<file path="config.mk">
export PLATFORM = sky130hd
export DESIGN_NAME = wfca_scan
export DESIGN_NICKNAME = d
export VERILOG_FILES = /design/src/sv/worst_fit_coalescing_allocator_core_macros.svh /design/src/sv/wfca_pkg.sv /design/src/sv/wfca_scan.sv
export SDC_FILE = /design/constraint.sdc
export NUM_CORES = 1
export LEC_CHECK = 0
export BUFFER_PORTS_ARGS = -buffer_cell sky130_fd_sc_hd__buf_2
export CAP_MARGIN = 20
export CORE_MARGIN = 1.5
export CORE_UTILIZATION = 40
export CTS_CLUSTER_DIAMETER = 30
export CTS_CLUSTER_SIZE = 12
export DETAILED_ROUTE_END_ITERATION = 8
export PLACE_DENSITY_LB_ADDON = 0.15
export SETUP_SLACK_MARGIN = 0.1
export SLEW_MARGIN = 20
export SYNTH_ARGS = -nofsm -noshare
export SYNTH_HDL_FRONTEND = slang
export SYNTH_SLANG_ARGS = --single-unit
</file>
<file path="constraint.sdc">
create_clock -name clk -period 3.3 [get_ports clk]
set_input_delay 0.165 -clock clk [delete_from_list [all_inputs] [get_ports clk]]
set_output_delay 0.165 -clock clk [all_outputs]
set_load 0.02 [all_outputs]
</file>
<file path="src/sv/worst_fit_coalescing_allocator_core_macros.svh">
// Assertion macros for the worst-fit allocator core.
`ifndef WORST_FIT_COALESCING_ALLOCATOR_CORE_MACROS_SVH
`define WORST_FIT_COALESCING_ALLOCATOR_CORE_MACROS_SVH
`ifndef SYNTH
// Same-cycle implication under reset.
`define WFCA_ASSERT_IMP(lbl, ck, rn, ante, cons, msg) \
    lbl: assert property (@(posedge ck) disable iff (!rn) (ante) |-> (cons)) else $error(msg);
// Next-cycle implication under reset.
`define WFCA_ASSERT_NEXT(lbl, ck, rn, ante, cons, msg) \
    lbl: assert property (@(posedge ck) disable iff (!rn) (ante) |=> (cons)) else $error(msg);
`else
`define WFCA_ASSERT_IMP(lbl, ck, rn, ante, cons, msg)
`define WFCA_ASSERT_NEXT(lbl, ck, rn, ante, cons, msg)
`endif
`endif

</file>
<file path="src/sv/wfca_pkg.sv">
`timescale 1ns / 1ps
// ----------------------------------------------------------------------------
// wfca_pkg
// Shared constants, word layouts and sequencer states of the allocator.
// ----------------------------------------------------------------------------
package wfca_pkg;

    localparam int REQUESTS  = 1024;
    localparam int SEGMENTS  = 2048;
    localparam int SEG_AW    = $clog2(SEGMENTS);
    localparam int REC_AW    = $clog2(REQUESTS);
    localparam int CLR_DEPTH = (SEGMENTS > REQUESTS) ? SEGMENTS : REQUESTS;
    localparam int CLR_W     = $clog2(CLR_DEPTH);
    localparam int AW        = 33;
    localparam logic [AW-1:0] MEM_RESET = 33'd4096;

    typedef struct packed {
        logic          valid;
        logic [AW-1:0] start;
        logic [AW-1:0] len;
    } seg_word_t;

    typedef struct packed {
        logic          valid;
        logic [AW-1:0] start;
        logic [AW-1:0] size;
    } rec_word_t;

    typedef struct packed {
        logic              clear;
        logic              feed;
        logic [SEG_AW-1:0] idx;
    } scan_ctl_t;

    typedef struct packed {
        logic              best_found;
        logic [SEG_AW-1:0] best_idx;
        logic [AW-1:0]     best_start;
        logic [AW-1:0]     best_len;
        logic              left_found;
        logic [SEG_AW-1:0] left_idx;
        logic [AW-1:0]     left_start;
        logic [AW-1:0]     left_len;
        logic              right_found;
        logic [SEG_AW-1:0] right_idx;
        logic [AW-1:0]     right_len;
        logic              slot_found;
        logic [SEG_AW-1:0] slot_idx;
    } scan_res_t;

    typedef enum logic [2:0] {
        ST_CLEAR,
        ST_IDLE,
        ST_REC,
        ST_SCAN,
        ST_DRAIN,
        ST_WB1,
        ST_WB2,
        ST_DONE
    } state_t;

endpackage

</file>
<file path="src/sv/wfca_scan.sv">
`timescale 1ns / 1ps
// ----------------------------------------------------------------------------
// wfca_scan
// Fold one segment entry per cycle while feed is set into the largest, neighbor and free slot.
// ----------------------------------------------------------------------------
module wfca_scan (
    input  logic                        clk,
    input  logic                        rst_n,
    input  wfca_pkg::scan_ctl_t         ctl,
    input  wfca_pkg::seg_word_t         entry,
    input  logic [wfca_pkg::AW:0]       bstart,
    input  logic [wfca_pkg::AW:0]       bend,
    output wfca_pkg::scan_res_t         res
);

    wfca_pkg::scan_res_t res_reg;
    wfca_pkg::scan_res_t res_next;
    logic [wfca_pkg::AW:0] seg_end;
    logic                  better;

    assign res = res_reg;

    always_comb
    begin
        res_next = res_reg;
        seg_end  = {1'b0, entry.start} + {1'b0, entry.len};
        better   = !res_reg.best_found || (entry.len > res_reg.best_len) ||
                   ((entry.len == res_reg.best_len) && (entry.start < res_reg.best_start));
        if (ctl.clear)
        begin
            res_next = '0;
        end
        else if (ctl.feed)
        begin
            if (entry.valid)
            begin
                if (better)
                begin
                    res_next.best_found = 1'b1;
                    res_next.best_idx   = ctl.idx;
                    res_next.best_start = entry.start;
                    res_next.best_len   = entry.len;
                end
                // last match wins on both sides
                if (seg_end == bstart)
                begin
                    res_next.left_found = 1'b1;
                    res_next.left_idx   = ctl.idx;
                    res_next.left_start = entry.start;
                    res_next.left_len   = entry.len;
                end
                if ({1'b0, entry.start} == bend)
                begin
                    res_next.right_found = 1'b1;
                    res_next.right_idx   = ctl.idx;
                    res_next.right_len   = entry.len;
                end
            end
            else if (!res_reg.slot_found)
            begin
                res_next.slot_found = 1'b1;
                res_next.slot_idx   = ctl.idx;
            end
        end
    end

    always_ff @(posedge clk or negedge rst_n)
    begin
        if (!rst_n)
        begin
            res_reg <= '0;
        end
        else
        begin
            res_reg <= res_next;
        end
    end

endmodule
</file>
Word-level counts from Yosys, hierarchy flattened
Index checks and enable logic that the tools add are counted.
- register bits after elaboration: 213
- memories kept: 0
- word-level logic and storage cells: 43
- latch bits: 0
- bits in read-only memories: 0
- output and inout port bits: 213
- memory bits (writable): 0
- multiplexer cells: 8
- $mul: 0
- bitwise logic cells: 0
- reductions and logical operators: 14
- shift-type cells: 0
- equal/unequal tests: 5
- order comparisons: 2
- add/sub/neg operators: 1
- div/mod/pow operators: 0
- operators with widths (kind ; number):
    $mux 213 ; 2
    $mux 201 ; 1
    $mux 78 ; 2
    $mux 45 ; 1
    $add 33x33->34 ; 1
    $eq 33x34->1 ; 1
    $eq 34x34->1 ; 1
    $eq 33x33->1 ; 1
    $gt 33x33->1 ; 1
    $lt 33x33->1 ; 1
    $mux 12 ; 1
    $reduce_and 3->1 ; 4
    $mux 11 ; 1
    $reduce_bool 2->1 ; 5
    $ne 2x2->1 const B ; 2
    $logic_or 1x1->1 ; 2
    $reduce_and 2->1 ; 1
    $logic_and 1x1->1 ; 1
    $logic_not 1->1 ; 1

Logic depth before layout (Yosys ltp)
Gate-level depths: netlist of run 1.
- word-level depth: 7
- gate-level depth with buffers: 14
- gate-level depth less buffers: 11

Worst setup path before layout of run 1
Ideal clock, no wire load.
- path type: input port to flip-flop
- start point: input entry[0] (netlist name)
- end point: register res_reg (netlist bit res[123])
- data required time: 3221 ps
- data arrival time: 3142 ps
- library setup time: 79 ps
- setup slack: 79 ps
- stages: 13
- buffers on the path: 3
- path through: ha_1 fa_1 a21o_1 a21oi_2 o21ai_1 a21bo_2 or4_1 a2111oi_2 and4_1 buf_4 buf_12 buf_12 mux2i_1
- cells in the longest elaborated chain, start to end: 4
- ends and longest elaborated chain (element ; line ; RTL):
    start: declaration ; wfca_scan.sv:10 ; input wfca_pkg::seg_word_t entry,
    $add 33x33->34 ; wfca_scan.sv:26 ; seg_end = {1'b0, entry.start} + {1'b0, entry.len};
    $eq 34x34->1 ; wfca_scan.sv:45 ; if (seg_end == bstart)
    $reduce_bool 2->1 (no source line) ; -- ;
    $reduce_and 3->1 (no source line) ; -- ;
    end signal: assignment ; wfca_scan.sv:75 ; res_reg <= res_next;
    end: declaration ; wfca_scan.sv:16 ; wfca_pkg::scan_res_t res_reg;
No other way between the ends.
A chain may end at the register's enable or synchronous reset.

Final worst setup path of run 1
- start point: register res_reg (netlist bit res[153])
- end point: register res_reg (netlist bit res[139])
- cells in the longest elaborated chain, start to end: 5
- ends and longest elaborated chain (element ; line ; RTL):
    $gt 33x33->1 or $eq 33x33->1 (tied branches) ; wfca_scan.sv:27, wfca_scan.sv:28 ;
    $logic_or 1x1->1 or $logic_and 1x1->1 (tied branches) ; wfca_scan.sv:27, wfca_scan.sv:28 ;
    $logic_or 1x1->1 * ; wfca_scan.sv:27 ; better = !res_reg.best_found || (entry.len > res_reg.best_len) ||
    $reduce_bool 2->1 (no source line) * ; -- ;
    $reduce_and 3->1 (no source line) * ; -- ;
Every way passes the cells marked *; elsewhere a longest branch is shown, timed or not.

==> flow_metrics.tcl, run 1 <==
set metrics [dict create \
    dieArea_um2 36500 \
    outcome "complete, no violations" \
    viasPerCell 5.13 \
    fin_crit_sh 0.954 \
    htreeDepth 2 \
    rows 68 \
    post_drt_wl_per_cell_um 20.7 \
    ys_seq_area_frac 0.377 \
    grt_overflow_total 0 \
    ys.flop_type "dfrtp_1" \
    yosysUniqueCellTypes 74 \
    drt_iter0_markers 633 \
    clock_skew_ns 0.0324 \
    io_pins 363 \
    die_h_um 191 \
    cts_num_sinks 213 \
    grt_max_degree 150 \
    clk_pin_slew_ns 0.05 \
    synthesis.instances 1421 \
    synth_area_um2 14100 \
    fin_crit_ns 3.15 \
    dr.pass1.iters 5 \
    portBuffers 362 \
    synth_edf_count 0 \
    core_um2 34600 \
    setup_ws_ns 0.151 \
    grt_pass1_wl_um 77800 \
    gp_congestion 0.942 \
    numCtsBuffers 59 \
    layout_commonest_cell "buf_2" \
    drtAntennaViolNets 0 \
    syn_avg_cell_area_um2 9.94 \
    final_cell_mix "buf_2 (360), nand2b_1 (235), dfrtp_1 (213)" \
    grt_pass1_vias 13100 \
    nNetsFinal 2271 \
    place_area_um2 18000 \
    grt_antenna_before_repair 8 \
    met3_length_um 3840 \
    fmaxAchievable_mhz 318 \
    tightest_slew_ns 0.931 \
    synth_seq_cells 213 \
    wl_met2_um 24200 \
    critPathCaptureType "flop" \
    wirelength_met1_um 22900 \
    setup.worst_path.class "reg -> reg" \
    drc 0 \
    final_cell_area_um2 20700 \
    maxSlewHeadroom 0.377 \
    cp.required_ns 3.80 \
    syn_to_final_growth_pct 46.3 \
    ys_async_sr_fraction 1.00 \
    hpwlAfterDp_um 40200 \
    slew_viol_final 0 \
    synth_top_area_share 0.377 \
    vdd_drop_max_v 0.000445 \
    rr_worst_depth 15 \
    cts_tree "built" \
    largest_reg_flops 213 \
    maxCapViolCount 0 \
    fillers 2996 \
    wirelength_um 52400 \
    finalSetupViolations 0 \
    start_kind "flop" \
    vias 13000 \
    die_x_um 191 \
    rsz0062_at_grt "false" \
    drive_gt1_frac 0.353 \
    p_leak_nw 10.3 \
    powerDensity_nw_per_um2 541 \
    yosysWarnings 0 \
    syn-num-nets 1670 \
    clock_latency_ns 0.60 \
    root_buffer "clkbuf_16" \
    cp.arrival_ns 3.65 \
    start_util 0.408 \
    synth_top_cell_by_area "dfrtp_1" \
    clk_path_buf_depth 3 \
    critPathMaxFanout 7 \
    min_path_type "in -> reg" \
    dp_worst_setup_slack_ns -0.333 \
    highest_layer "met5" \
    whs_path_depth 4 \
    synthTopCellsByArea "dfrtp_1 (38%), mux2i_1 (14%), nand2b_1 (10%), ha_1 (8.7%), xnor2_1 (3.5%)" \
    hold_viol_final 0 \
    grt.total_usage 0.284 \
]
-- cell families (layout without fill, tap and decap cells) --
family,count (synthesis),after routing,synth area share
and+or+nand+nor,460,460,0.182
buffers and inverters,142,793,0.0479
AOI/OAI and AO/OA,224,224,0.111
muxes,203,203,0.144
adders and majority gates,99,99,0.0882
xor gates and xnor gates,80,80,0.0496
other,0,2,0
DFF,213,213,0.377
-- metrics by stage --
step,power (W),TNS [ns],hold slack [ns],cells,util
detailed placement,0.00462,-22.44,0.310,2385,0.519
CTS,0.0112,0,0.00528,2525,0.594
floorplan,0.00372,0,-0.131,1421,-
global placement,0.00462,-14.32,0.302,2385,0.519
finish,0.0112,0,0.0262,2529,0.597
global route,0.0116,0,0.0109,2528,0.597
-- synth_stat cells (all sizes together), types with 8 or more instances --
library cell	number
dfrtp	213
a211oi	8
nor2	75
nor3	13
ha	98
a21oi	51
nand4	41
xnor2	56
buf	36
nand2b	235
o21a	12
inv	69
o21ai	51
o211ai	10
nand2	52
xor2	24
mux2i	200
a31oi	8
clkbuf	37
a21o	31
-- repair_timing --
| item | in CTS | in global routing |
|---|---|---|
| setup endpoints to repair | 75 | 100 |
| setup buffers | 3 | 2 |
| gates resized for setup | 6 | 12 |
| pin swaps | 2 | 8 |
| hold buffers | 25 | 0 |
| gates cloned | 1 | 0 |
| hold endpoints to repair | 164 | 0 |
-- power breakdown --
group	switching [W]	internal (W)	total, W
Clock	0.00184	0.00468	0.00652
Sequential	0.0000495	0.00268	0.00273
Combinational	0.00105	0.000872	0.00193
Total	0.00295	0.00823	0.0112
-- worst max-delay path: stages (launching register included) --
cell and delay, ns:
dfrtp_1 0.39, inv_2 0.08, ha_4 0.20, a21o_1 0.15, a21o_1 0.15, a21o_1 0.15
a21o_1 0.16, a221o_1 0.42, a221oi_2 0.26, buf_4 0.17, a211oi_4 0.05, a31oi_4 0.27
buf_12 0.15, buf_16 0.13, buf_6 0.11, mux2i_2 0.22
-- final timing paths --
kind | from | end | slack (ns)
max in group asynchronous | rst_n | res[185] | 2.10
setup reg to reg | res[153] | res[139] | 0.15
hold / removal | entry[15] | res[27] | 0.03
setup / recovery | res[153] | res[139] | 0.15
min in group asynchronous | rst_n | res[161] | 0.24
hold reg to reg | res[1] | res[1] | 0.48
-- final cells by class --
class / instances / area [um^2] / share of cell area
multi-input combinational: 1066 / 8230 / 0.398
clock inverter: 41 / 671 / 0.0325
antenna: 2 / 5.00 / 0.000242
clock buffer: 70 / 1590 / 0.0769
sequential: 213 / 5330 / 0.258
timing repair buffer: 613 / 4010 / 0.194
inverter: 69 / 259 / 0.0125
tap: 455 / 569 / 0.0275
-- routing by layer --
metal  vias up  global-route usage
met3        82              0.0729
met2       454               0.458
met5         -                   0
met4        12              0.0902
met1      6196               0.372
li1       6230                   -
Power figures use the tool's default switching activity.
==> inputs of run 2 (changes only) <==
CELL_PAD_IN_SITES_DETAIL_PLACEMENT = 1   (was not set)
CELL_PAD_IN_SITES_GLOBAL_PLACEMENT = 1   (was not set)
==> flow_metrics.tcl, run 2 (synthesized netlist as in run 1, its figures left out) <==
set metrics [dict create \
    layoutNonFillerInstCount 2500 \
    clock_skew_ns 0.0273 \
    place_area_um2 17900 \
    fmaxAchievable_mhz 319 \
    hpwlAfterDp_um 43500 \
    grt_pass1_wl_um 88100 \
    final_util 0.582 \
    largest_reg_flops 213 \
    drc 0 \
    vias 13400 \
    power_w 0.0102 \
    powerDensity_nw_per_um2 506 \
    clk_path_buf_depth 3 \
    syn_to_final_growth_pct 42.6 \
    post_drt_wl_per_cell_um 23.8 \
    maxSlewHeadroom 0.350 \
    grt_antenna_before_repair 7 \
    cts_num_sinks 213 \
    root_buffer "clkbuf_16" \
    fin_crit_sh 0.949 \
    cp.arrival_ns 3.62 \
    dr.pass1.iters 5 \
    cts_tree "built" \
    rsz0062_at_grt "true" \
    critPathCaptureType "flop" \
    min_path_type "in -> reg" \
    viasPerCell 5.34 \
    hold_viol_final 0 \
    nNetsFinal 2246 \
    htreeDepth 2 \
    grt_max_degree 122 \
    fin_crit_ns 3.13 \
    die_h_um 191 \
    drtAntennaViolNets 0 \
    die_x_um 191 \
    wirelength_um 59500 \
    core_um2 34600 \
    setup.worst_path.class "in -> reg" \
    cp.required_ns 3.78 \
    portBuffers 362 \
    numCtsBuffers 52 \
    start_util 0.408 \
    final_cell_mix "buf_2 (360), nand2b_1 (235), dfrtp_1 (213)" \
    dieArea_um2 36500 \
    grt.total_usage 0.324 \
    gp_congestion 0.942 \
    clock_latency_ns 0.59 \
    p_leak_nw 10.0 \
    grt_pass1_vias 14400 \
    slew_viol_final 0 \
    final_cell_area_um2 20100 \
    drt_iter0_markers 680 \
    critPathMaxFanout 20 \
    tightest_slew_ns 0.975 \
    layout_commonest_cell "buf_2" \
    outcome "complete, no violations" \
    vdd_drop_max_v 0.000485 \
    finalSetupViolations 0 \
    rows 68 \
    grt_overflow_total 0 \
    drive_gt1_frac 0.349 \
    start_kind "primary input" \
    io_pins 363 \
    maxCapViolCount 0 \
    dp_cells 2374 \
    clk_pin_slew_ns 0.05 \
]
==> run 2: cell count changes in the layout (fill, tap and decap cells not counted), moves of 4 or more <==
| cell | previous run | this run |
|---|---|---|
| clkinv_4 | 5 | 9 |
| inv_6 | 6 | 2 |
| buf_4 | 205 | 200 |
| clkbuf_16 | 60 | 52 |
| bufinv_16 | 16 | 10 |
| dlygate4sd3_1 | 25 | 15 |
| buf_6 | 5 | 1 |
==> run 2: through the flow <==
step | hold slack [ns] | TNS (ns) | setup slack (ns)
2_1_floorplan | -0.131 | 0 | 0.108
3_3_place_gp | 0.311 | -25.51 | -0.357
3_5_place_dp | 0.312 | -27.47 | -0.402
4_1_cts | 0.00560 | 0 | 0.130
5_1_grt | 0.0574 | 0 | 0.0650
6_report | 0.0333 | 0 | 0.167
==> run 2: what timing repair did <==
action | in CTS | in global routing
endpoints found under the setup margin | 75 | 143
setup buffers | 3 | 4
endpoints found under the hold margin | 153 | 0
pin swaps | 2 | 9
gates cloned | 2 | 0
gates resized for setup | 8 | 14
hold buffers | 15 | 0
==> run 2: critical path, cell delays in order <==
cell	delay, ns
buf_2	0.16
ha_1	0.27
fa_1	0.44
xnor2_1	0.21
xnor2_1	0.10
a2111oi_2	0.33
nand4_1	0.13
a2111oi_1	0.36
nand4_1	0.22
nor4_4	0.35
and4_4	0.38
buf_12	0.22
mux2i_1	0.26
==> run 2: worst paths after layout <==
kind                               start       end  slack, ns  depth (start not counted)
worst max-delay path            entry[0]   res[94]       0.17                         13
worst min-delay path            entry[9]   res[21]       0.03                          4
worst max register to register  res[153]  res[196]       0.19                         15
worst min register to register    res[5]    res[5]       0.48                          2
max in group asynchronous          rst_n  res[181]       2.15                          3
min in group asynchronous          rst_n   res[27]       0.26                          2
==> run 2: where the power goes <==
group	internal (W)	leakage, nW	switching, W
Clock	0.00375	0.904	0.00175
Combinational	0.000852	6.19	0.00111
Sequential	0.00268	2.93	0.0000542
==> run 2: layout make-up <==
type                    count  area, um^2
fillers                  3923       14500
multi-input cells        1066        8240
flip-flops and latches    213        5330
repair buffers            595        3850
clock buffers              61        1370
well taps                 455         569
clock inverters            37         517
inverters                  69         259
diodes                      4        10.0
==> run 2: layer usage <==
| layer | vias to the layer above | GRT usage | routed length (um) |
|---|---|---|---|
| li1 | 6145 | - | - |
| met1 | 6631 | 0.392 | 24200 |
| met2 | 456 | 0.544 | 28800 |
| met3 | 114 | 0.0789 | 4020 |
| met4 | 6 | 0.149 | 2550 |
| met5 | - | 0 | 42 |
