### config.mk
export PLATFORM = sky130hd
export DESIGN_NAME = wfca_ram
export DESIGN_NICKNAME = d
export VERILOG_FILES = /design/src/sv/worst_fit_coalescing_allocator_core_macros.svh /design/src/sv/wfca_ram.sv
export SDC_FILE = /design/constraint.sdc
export NUM_CORES = 1
export LEC_CHECK = 0
export ABC_AREA = 0
export BUFFER_PORTS_ARGS = -buffer_cell sky130_fd_sc_hd__buf_2
export CAP_MARGIN = 20
export CORE_MARGIN = 4
export CORE_UTILIZATION = 65
export DETAILED_ROUTE_END_ITERATION = 8
export HOLD_SLACK_MARGIN = 0.08
export PLACE_DENSITY = 0.84
export SLEW_MARGIN = 25
export SYNTH_ARGS = -nofsm -noshare
export SYNTH_HDL_FRONTEND = slang
export SYNTH_SLANG_ARGS = --single-unit
### constraint.sdc
create_clock -name clk -period 4.9 [get_ports clk]
set_clock_uncertainty 0.1 [all_clocks]
set_input_delay 0.735 -clock clk [delete_from_list [all_inputs] [get_ports clk]]
set_output_delay 0.735 -clock clk [all_outputs]
set_load 0.005 [all_outputs]
### src/sv/worst_fit_coalescing_allocator_core_macros.svh
// Assertion macros for the worst-fit allocator core.
`ifndef WORST_FIT_COALESCING_ALLOCATOR_CORE_MACROS_SVH
`define WORST_FIT_COALESCING_ALLOCATOR_CORE_MACROS_SVH
`ifndef SYNTH
// Same-cycle implication under reset.
`define WFCA_ASSERT_IMP(lbl, ck, rn, ante, cons, msg) \
    lbl: assert property (@(posedge ck) disable iff (!rn) (ante) |-> (cons)) else $error(msg);
// Next-cycle implication under reset.
`define WFCA_ASSERT_NEXT(lbl, ck, rn, ante, cons, msg) \
    lbl: assert property (@(posedge ck) disable iff (!rn) (ante) |=> (cons)) else $error(msg);
`else
`define WFCA_ASSERT_IMP(lbl, ck, rn, ante, cons, msg)
`define WFCA_ASSERT_NEXT(lbl, ck, rn, ante, cons, msg)
`endif
`endif

### src/sv/wfca_ram.sv
`timescale 1ns / 1ps
// ----------------------------------------------------------------------------
// wfca_ram
// Simple dual-port RAM, one write and one registered read per cycle.
// ----------------------------------------------------------------------------
module wfca_ram #(
    parameter int WIDTH = 8,
    parameter int DEPTH = 16
) (
    input  logic                     clk,
    input  logic                     we,
    input  logic [$clog2(DEPTH)-1:0] waddr,
    input  logic [WIDTH-1:0]         wdata,
    input  logic [$clog2(DEPTH)-1:0] raddr,
    output logic [WIDTH-1:0]         rdata
);

    logic [WIDTH-1:0] mem [DEPTH];

    always_ff @(posedge clk)
    begin
        if (we)
        begin
            mem[waddr] <= wdata;
        end
        rdata <= mem[raddr];
    end

endmodule

* Word level (Yosys, flattened, before mapping)
Memory sizes are Yosys's and may differ from the RTL's. A register that Yosys moved wholly into a read port is not among the register bits. Cells that the tools add are included.
Operators by class: muxes and demuxes 2
Operator list (count):
- $mux 1 | 2
Storage, ports and cells: input port bits 18, memories kept 1, output and inout port bits 8, register bits after elaboration 0, word-level logic and storage cells 3, memory bits (writable) 128
Memory list:
- mem | depth 16, bits a word 8, read ports 1, clocked after Yosys merged registers in 1, wr ports 1, RTL line wfca_ram.sv:18 | logic [WIDTH-1:0] mem [DEPTH];

* Longest topological paths before layout
Gate-level depths: netlist of the first run.
word-level depth 2, gate-level depth with buffers 5, depth with buffers taken out 3

* Worst setup path before layout of the first run
No wires, ideal clock.
kind input -> register, from in waddr[2], to mem mem[0][0] (enable), buffers on the path 0, arrival 1845 ps, data required time 4417 ps, setup slack 2572 ps, library setup time 383 ps, cell stages on the path 2, cell sequence or3b_2 nor3_1
RTL lines:
- start: declaration | RTL line wfca_ram.sv:12 | input logic [$clog2(DEPTH)-1:0] waddr,
- end: declaration | RTL line wfca_ram.sv:18
Straight into the memory's write port.

* Final worst setup path of the first run
from in waddr[2], to mem mem[2][0] (enable)
Straight into the memory's write port.

==> results of run 1 <==
[critical path: cells and delay by family]
| family | cells | cell delay [ns] |
|---|---|---|
| simple gates | 2 | 1.25 |
| buf+inv | 1 | 0.11 |
[final timing paths]
check,startpoint,endpoint,depth (start not counted)
worst max-delay path,waddr[2],mem[2][0],3
worst max register to register,mem[0][2],rdata[2],3
worst min-delay path,wdata[6],mem[10][6],1
worst min register to register,mem[15][2],rdata[2],3
[stage by stage]
stage	utilization [%]	hold WS (ns)	std cells
final	77.23	0.4984	380
after global placement	69.03	0.5474	348
after global routing	77.23	0.5010	380
after detailed placement	69.09	0.5587	348
after CTS	77.14	0.4845	380
after floorplan	-	0.5293	229
[cells in the final DEF, fill, tap and decap left out]
cell | Yosys | routed
edfxtp_1 | 128 | 128
buf_2 | 3 | 24
mux4_2 | 18 | 18
a22oi_1 | 16 | 16
clkbuf_16 | 0 | 16
mux4_1 | 14 | 14
nor2_1 | 13 | 11
nand2_1 | 9 | 9
dfxtp_1 | 8 | 8
bufinv_16 | 0 | 4
clkinv_4 | 0 | 4
clkbuf_8 | 0 | 3
buf_4 | 1 | 3
nand3b_1 | 2 | 2
nor3_1 | 4 | 2
nand2b_1 | 2 | 2
nor3_2 | 0 | 2
nor2_2 | 0 | 2
clkbuf_1 | 0 | 2
clkinv_2 | 0 | 2
nor2b_1 | 1 | 1
and2_1 | 1 | 1
and2b_1 | 1 | 1
nand3_1 | 1 | 1
or3b_2 | 1 | 1
clkinvlp_4 | 0 | 1
[registers in the layout, indices dropped and copies added (netlist names)]
signal / cells
mem: 128
rdata: 8
[cells by family (layout without fill, tap and decap cells)]
group / count (synthesis) / in the layout
AO/OA/AOI/OAI: 16 / 16
multiplexers: 32 / 32
flip-flops: 136 / 136
AND/OR/NAND/NOR: 35 / 35
buffers and inverters: 10 / 59
[layer usage]
layer | routed length [um] | share of wire, %
met4 | 279 | 2.7
met5 | 0 | 0
met3 | 822 | 7.8
met1 | 4215 | 40
met2 | 5163 | 49
[area by class of cell]
type	count	share of cell area, %
clock buffer	21	7.526
clock inverter	11	2.893
multi-input combinational	83	17.97
sequential	136	67.09
tap	102	2.138
timing repair buffer	27	2.390
[power by group]
part	internal [mW]	total, mW	leakage [nW]	switching (mW)
Sequential	1.30	1.31	1.22	0.00862
Clock	0.855	1.32	0.302	0.465
Combinational	0.0468	0.116	0.484	0.0691
Total	2.20	2.75	2.01	0.543
==> metrics.md, run 1 <==
| Metric | Value |
|---|---|
| Sequential fraction of the synthesis area | 77.78% |
| Leading post-synthesis cells by instance count | edfxtp_1, mux4_2, a22oi_1 |
| CTS resizes | 0 |
| DR vias | 2549 |
| Synth cell types | 19 |
| Worst setup SP type | input port |
| # DRC | 0 |
| Relative slew slack | 33.69% |
| Root Driver | clkbuf_8 |
| DRT Pass-1 Iters | 5 |
| Area contributors post-synth | edfxtp_1, mux4_2, mux4_1, dfxtp_1, a22oi_1 |
| Critical-path maximum fanout | 8 |
| R2R Setup Slk | 3.40 ns |
| Syn-to-layout area delta | 15.95% |
| Post-route cell area | 5968 um^2 |
| DIE AREA | 9407 um^2 |
| Port bufs | 25 |
| Clock Sinks | 136 |
| Met3 Usage GRT | 7.210% |
| Initial antenna violation count | 0 |
| Finish-stage setup viols | 0 |
| Place WS | 2.053 ns |
| Top-count cell post-synth | edfxtp_1 |
| Vias in the first global route | 2618 |
| Mean Syn Cell Area | 22.48 um^2 |
| Largest family of logic cells by synthesized area | multiplexers |
| Fin crit share | 42.19% |
| Post-synth EDFFs | 128 |
| Tmin final | 2.067 ns |
| Final ANT Viol Nets | 0 |
| First-pass GRT wire length | 16.04 mm |
| Total negative slack | 0 ns |
| Max Fclk | 0.4837 GHz |
| Final Hold Fails | 0 |
| Placer Congestion | 0.7872 |
| Critical path required time | 4.94 ns |
| Setup Fix Bufs, Post-CTS | 0 |
| Simple-gate portion of the synthesized area | 3.184% |
| Reg clk slew, reported paths | 0.06 ns |
| Synth area leader | edfxtp_1 |
| Mux share of post-synthesis cell area | 15.02% |
| RSZ-0062 raised after global routing | no |
| Clock Tree Buf Depth | 2 |
| Worst setup EP type | flip-flop |
| Max-Cap Viols | 0 |
| Iteration-0 DRC Markers | 353 |
| PnR worst setup slack | 2.833 ns |
| Post-synth ARST share | 0% |
| Met2 usage | 34.98% |
| Slowest CP cell | nor2_1 |
| Die Wd | 96.99 um |
| CP Class | in2reg |
| Layout Nets | 283 |
| Routed wire length | 10.48 mm |
| Pleak | 2.010 nW |
| Post-synth top area share | 74.67% |
| Tot Pwr | 2.746 mW |
| Busiest metal layer after global routing | met2 |
| Hold Path Class | in2reg |
| Dpl cell area | 5339 um^2 |
| Layout fillers | 379 |
| Post-Synth XOR/XNOR Area | 0% |
| Via density | 6.708 |
| Num ports | 26 |
| Synth Flop Type | edfxtp_1 |
| Aggregate global routing overflow | 0 |
| Multi-input logic area | 1072 um^2 |
| H-tree depth | 4 |
| Num CTS Buffers | 17 |
| Cell Rows | 32 |
| CTS tree | done |
| Outcome | completed |
| Critical path, cell by cell | buf_2 -> or3b_2 -> nor2_1 |
| Worst skew pair latency | 0.52 ns |
| Syn Inst Count | 229 |
| Routed wire per std cell | 27.58 um |
| Register area | 4004 um^2 |
| PD cells | 460.1 nW/um^2 |
| Synth Area in Adders | 0% |
| Yosys warnings | 0 |
| Starting Density | 66.61% |
| Syn Nets | 247 |
| Worst-margin pin slew | 0.9910 ns |
| Pin count of the biggest net entering global routing | 33 |
| Met1 usage | 34.34% |
| Share of cells above drive strength 1 | 28.78% |
| Compound-Gate Fraction of Synth Area | 2.333% |
| Post-CTS Hold Fix Bufs | 0 |
| Synthesis-stage register bit count | 136 |
| Die Y | 96.99 um |
| Maximum vdd drop | 0.0004232 V |
| ANT cells | 0 |
| CP max stage delay | 0.72 ns |
| GRT Total Usage | 24.13% |
| Mapped Area | 5147 um^2 |
| Data arrival, critical path | 2.11 ns |
| Hpwl dp | 5.708 mm |
| Placeable Area | 7727 um^2 |
| Slew Limit Fails | 0 |
Note: power is estimated with default switching activity, not from simulation.
==> run 2, diff against run 1 <==
CORE_UTILIZATION = 54   (was 65)
PLACE_DENSITY = 0.74   (was 0.84)
clock period = 1.9 ns   (was 4.9 ns; I/O delays follow)
==> metrics.md, run 2 (synthesized netlist as in run 1, its figures left out) <==
| Metric | Value |
|---|---|
| Reg power frac | 48.6% (+0.9 points) |
| Num CTS Buffers | 17 (unchanged) |
| DRT Pass-1 Iters | 4 (-1) |
| Iteration-0 DRC Markers | 139 (-61%) |
| Initial antenna violation count | 0 (unchanged) |
| Aggregate global routing overflow | 0 (unchanged) |
| First-pass GRT wire length | 14.78 mm (-7.8%) |
| GRT Total Usage | 18.56% (-5.6 points) |
| Routed wire length | 9.300 mm (-11%) |
| Crit path launch | mem[3][4] |
| Final ANT Viol Nets | 0 (unchanged) |
| Critical path, cell by cell | mux4_2 -> a22oi_1 -> nand2_1 |
| RR Startpoint | mem[3][4] |
| CTS resizes | 0 (unchanged) |
| Most common cell after layout, fill and taps aside | edfxtp_1 |
| Die Y | 105.6 um (+8.9%) |
| Max reg flops | 128 (unchanged) |
| Comb pwr share | 4.6% (+0.4 points) |
| Hpwl dp | 5.845 mm (+2.4%) |
| Int Pwr | 5.618 mW (+160%) |
| Vias in the first global route | 2592 (-0.99%) |
| Worst setup EP type | flip-flop |
| Share of cells above drive strength 1 | 30.59% (+1.8 points) |
| Finish-stage setup viols | 0 (unchanged) |
| Hold Path Class | in2reg |
| Critical path required time | 2.19 ns (-2.75 ns) |
| H-tree depth | 4 (unchanged) |
| Max-Cap Viols | 0 (unchanged) |
| Port bufs | 25 (unchanged) |
| Critical-path maximum fanout | 1 (-7) |
| ANT cells | 0 (unchanged) |
| Tmin final | 1.455 ns |
| Clock Tree Buf Depth | 2 (unchanged) |
| Relative slew slack | 71.40% (+38 points) |
| Clock Sinks | 136 (unchanged) |
| Maximum vdd drop | 0.0005822 V (+38%) |
| Total negative slack | 0 ns (unchanged) |
| Fin util | 67.31% (-9.9 points) |
| R2R Setup Slk | 0.44 ns (-2.96 ns) |
| Placer Congestion | 0.7478 (-5.0%) |
| Power share of the clock group | 46.8% (-1.3 points) |
| Worst-margin pin slew | 0.4291 ns (-0.5619 ns) |
| P_sw | 1.338 mW (+150%) |
| Die Wd | 105.6 um (+8.9%) |
| Cell Rows | 35 (+9.4%) |
| Final Hold Fails | 0 (unchanged) |
| Routed wire per std cell | 21.48 um (-22%) |
| Slew Limit Fails | 0 (unchanged) |
| CTS tree | done |
| Via density | 5.621 (-16%) |
| Max Fclk | 0.6871 GHz |
| Starting Density | 55.71% (-11 points) |
| Pleak | 2.127 nW (+5.8%) |
| Largest registers | mem x128, rdata x8 |
| # DRC | 0 (unchanged) |
| Most frequent cells in the layout | edfxtp_1, buf_2, mux4_2, buf_4 |
| Root Driver | clkbuf_8 |
| Fin crit share | 76.60% |
| Worst skew pair latency | 0.51 ns (about the same) |
| DR vias | 2434 (-4.5%) |
| Pin count of the biggest net entering global routing | 33 (unchanged) |
| Reg with most FFs | mem |
| Reg clk slew, reported paths | 0.06 ns (about the same) |
| CP Class | reg2reg |
| PD cells | 1118 nW/um^2 (+140%) |
| Placeable Area | 9240 um^2 (+20%) |
| Data arrival, critical path | 1.75 ns (-0.36 ns) |
| Worst setup SP type | flip-flop |
| Syn-to-layout area delta | 20.83% |
| HP Start | waddr[0] |
| Sw Share | 19.24% (-0.54 points) |
| CP max stage delay | 0.49 ns (-0.23 ns) |
| Slowest CP cell | mux4_2 |
| RSZ-0062 raised after global routing | no |
| DIE AREA | 11160 um^2 (+19%) |
| Num ports | 26 (unchanged) |
| Outcome | completed |
| Layout Nets | 310 (+9.5%) |
## run 2: cell types whose count changed in the layout (fill, tap and decap cells not counted), moves of 2 or more
cell | previous run | this run
dlygate4sd3_1 | 0 | 8
nor3_1 | 2 | 4
buf_4 | 3 | 18
clkbuf_8 | 3 | 1
clkinvlp_4 | 1 | 5
clkinv_4 | 4 | 0
nor2_2 | 2 | 0
nor2_1 | 11 | 13
buf_12 | 0 | 3
nor3_2 | 2 | 0
clkinv_1 | 0 | 2
## run 2: area by class of cell
type | count | area, um^2
sequential | 136 | 4004
fill | 579 | 3020
multi-input combinational | 83 | 1057
clock buffer | 18 | 417.9
timing repair buffer | 54 | 400.4
clock inverter | 13 | 178.9
tap | 129 | 161.4
## run 2: through the flow
step	cells	instance area [um^2]	hold WS, ns	power, mW	setup WS [ns]
final	433	6220	0.2362	6.956	0.4446
after global routing	433	6220	0.2465	7.170	0.4157
after CTS	433	6220	0.2071	7.013	0.4547
after detailed placement	394	5543	0.5637	3.749	0.1417
after global placement	394	5543	0.5540	3.738	0.1525
after floorplan	229	5147	0.2839	3.603	0.02213
## run 2: power by group through the flow
| stage | Combinational (mW) | Clock [mW] | Sequential [mW] |
|---|---|---|---|
| 6_report | 0.320 | 3.26 | 3.38 |
| 5_1_grt | 0.348 | 3.44 | 3.38 |
| 4_1_cts | 0.326 | 3.31 | 3.38 |
| 3_5_place_dp | 0.309 | 0 | 3.44 |
| 3_3_place_gp | 0.301 | 0 | 3.44 |
| 2_1_floorplan | 0.170 | 0 | 3.43 |
## run 2: path summary, 6_finish.rpt
path          endpoint  cells past startpoint
min          mem[0][2]                      3
max           rdata[4]                      3
min reg2reg   rdata[3]                      3
max reg2reg   rdata[4]                      3
## run 2: layer usage
| metal | part of all wire [%] | wire length (um) | GRT usage (%) |
|---|---|---|---|
| met5 | 0 | 0 | 0 |
| met4 | 1.4 | 129 | 8.048 |
| met3 | 6.3 | 583 | 5.266 |
| met2 | 52 | 4815 | 28.69 |
| met1 | 41 | 3771 | 24.98 |
## run 2: critical path, delay by kind of cell, from the launching register on
family             cells  cell delay, ns
muxes                  1            0.49
AOI/OAI and AO/OA      1            0.25
DFF                    1            0.39
and+or+nand+nor        1            0.10
## run 2: timing repair
| item | 4_1_cts | 5_1_grt |
|---|---|---|
| hold endpoints to repair | 128 | 0 |
| hold buffers | 8 | 0 |
| buffers inserted | 0 | 0 |
==> run 3, diff against run 2 <==
CORE_UTILIZATION = 60   (was 54)
PLACE_DENSITY = 0.78   (was 0.74)
clock period = 1.4 ns   (was 1.9 ns; I/O delays follow)
==> metrics.md, run 3 (synthesized netlist as in run 1, its figures left out) <==
| Metric | Value |
|---|---|
| GRT Total Usage | 23.52% (+5.0 points) |
| Relative slew slack | 35.21% (-36 points) |
| Finish-stage setup viols | 4 (+4) |
| H-tree depth | 4 (unchanged) |
| Die Wd | 100.6 um (-4.7%) |
| Fin util | 76.35% (+9.0 points) |
| Maximum vdd drop | 0.001063 V (+83%) |
| Aggregate global routing overflow | 0 (unchanged) |
| Outcome | complete, but fails checks |
| Worst setup SP type | flip-flop |
| Initial antenna violation count | 0 (unchanged) |
| Pleak | 2.168 nW (+1.9%) |
| CP Class | reg2reg |
| Worst-margin pin slew | 0.9699 ns (+0.5408 ns) |
| Critical path, cell by cell | mux4_2 -> a22oi_2 -> nand2_1 |
| PD cells | 1519 nW/um^2 (+36%) |
| Fin crit share | 102.4% (+26 points) |
| Die Y | 100.6 um (-4.7%) |
| Reg clk slew, reported paths | 0.06 ns (about the same) |
| Most common cell after layout, fill and taps aside | edfxtp_1 |
| Pin count of the biggest net entering global routing | 17 (-48%) |
| Via density | 6.267 (+11%) |
| Setup Fix Bufs, Post-CTS | 0 (unchanged) |
| Layout fillers | 437 (-25%) |
| Clock Tree Buf Depth | 2 (unchanged) |
| Syn-to-layout area delta | 23.09% |
| Total negative slack | -0.08987 ns (-0.08987 ns) |
| Starting Density | 62.02% (+6.3 points) |
| Port bufs | 25 (unchanged) |
| Clock Sinks | 136 (unchanged) |
| Num ports | 26 (unchanged) |
| ANT cells | 0 (unchanged) |
| Most frequent cells in the layout | edfxtp_1, buf_2, mux4_2 |
| CP max stage delay | 0.51 ns (+0.02 ns) |
| DRT Pass-1 Iters | 5 (+1) |
| RSZ-0062 raised after global routing | yes |
| Cell Rows | 33 (-5.7%) |
| Place WS | -0.3902 ns (-0.5319 ns) |
| Hpwl dp | 6.010 mm (+2.8%) |
| Final Hold Fails | 0 (unchanged) |
| # DRC | 0 (unchanged) |
| DIE AREA | 10130 um^2 (-9.3%) |
| Routed wire length | 10.66 mm (+15%) |
| Vias in the first global route | 2765 (+6.7%) |
| Data arrival, critical path | 1.72 ns (-0.03 ns) |
| Critical path required time | 1.69 ns (-0.50 ns) |
| Tmin final | 1.434 ns (-0.02135 ns) |
| Post-route cell area | 6336 um^2 (+1.9%) |
| Num CTS Buffers | 17 (unchanged) |
| Dpl cell area | 5637 um^2 (+1.7%) |
| Critical-path maximum fanout | 1 (unchanged) |
| Max reg flops | 128 (unchanged) |
| First-pass GRT wire length | 16.51 mm (+12%) |
| Layout Nets | 315 (+1.6%) |
| Violated checks | negative setup slack |
| Slew Limit Fails | 0 (unchanged) |
| Max-Cap Viols | 0 (unchanged) |
| Root Driver | clkbuf_8 |
| Largest registers | mem x128, rdata x8 |
| Slowest CP cell | mux4_2 |
| R2R Setup Slk | -0.03 ns (-0.48 ns) |
| Reg with most FFs | mem |
| Worst setup EP type | flip-flop |
| Routed wire per std cell | 25.69 um (+20%) |
| Hold Path Class | in2reg |
| Share of cells above drive strength 1 | 38.39% (+7.8 points) |
| Placeable Area | 8299 um^2 (-10%) |
| Tot Pwr | 9.623 mW (+38%) |
| Final ANT Viol Nets | 0 (unchanged) |
| Placer Congestion | 0.7158 (-4.3%) |
| PnR worst setup slack | -0.03406 ns (-0.4786 ns) |
| DR vias | 2601 (+6.9%) |
| Iteration-0 DRC Markers | 255 (+83%) |
| Max Fclk | 0.6973 GHz (+1.5%) |
| Worst skew pair latency | 0.51 ns (about the same) |
| CTS tree | done |
## run 3: worst paths after layout
check	cells past startpoint	to	startpoint
max	3	rdata[3]	mem[3][3]
min	3	mem[0][6]	waddr[1]
max reg2reg	3	rdata[3]	mem[3][3]
min reg2reg	3	rdata[2]	mem[5][2]
## run 3: metrics by stage
| stage | hold WS [ns] | instances |
|---|---|---|
| 2_1_floorplan | 0.2089 | 229 |
| 6_report | 0.1520 | 415 |
| 3_3_place_gp | 0.4875 | 375 |
| 5_1_grt | 0.1440 | 415 |
| 4_1_cts | 0.1329 | 415 |
| 3_5_place_dp | 0.4847 | 375 |
## run 3: final cells by class
class	instances	area [um^2]	share of cell area [%]
timing repair buffer	59	488.0	7.701
sequential	136	4004	63.19
clock inverter	12	176.4	2.784
multi-input combinational	83	1101	17.38
clock buffer	20	435.4	6.872
tap	105	131.4	2.073
## run 3: timing repair
item / 4_1_cts / 5_1_grt
hold buffers: 8 / 0
endpoints found under the setup margin: 8 / 8
endpoints found under the hold margin: 128 / 0
resized for setup: 11 / 1
pin swaps: 4 / 0
## run 3: worst max-delay path, delay by kind of cell (launching register included)
| family | cells | cell delay (ns) |
|---|---|---|
| compound gates | 1 | 0.20 |
| mux | 1 | 0.51 |
| flops | 1 | 0.40 |
| simple gates | 1 | 0.10 |
## run 3: power breakdown
group	internal (mW)	switching [mW]	leakage (nW)
clock network	2.94	1.62	0.295
registers	4.55	0.0314	1.22
logic	0.228	0.259	0.649
## run 3: metal layers
layer | track usage (%) | share of wire, % | vias to the layer above
met3 | 6.574 | 8.4 | 24
met2 | 35.75 | 50 | 164
met5 | 0 | 0 | -
met4 | 9.845 | 2.8 | 0
met1 | 32.60 | 39 | 1307
li1 | - | - | 1106
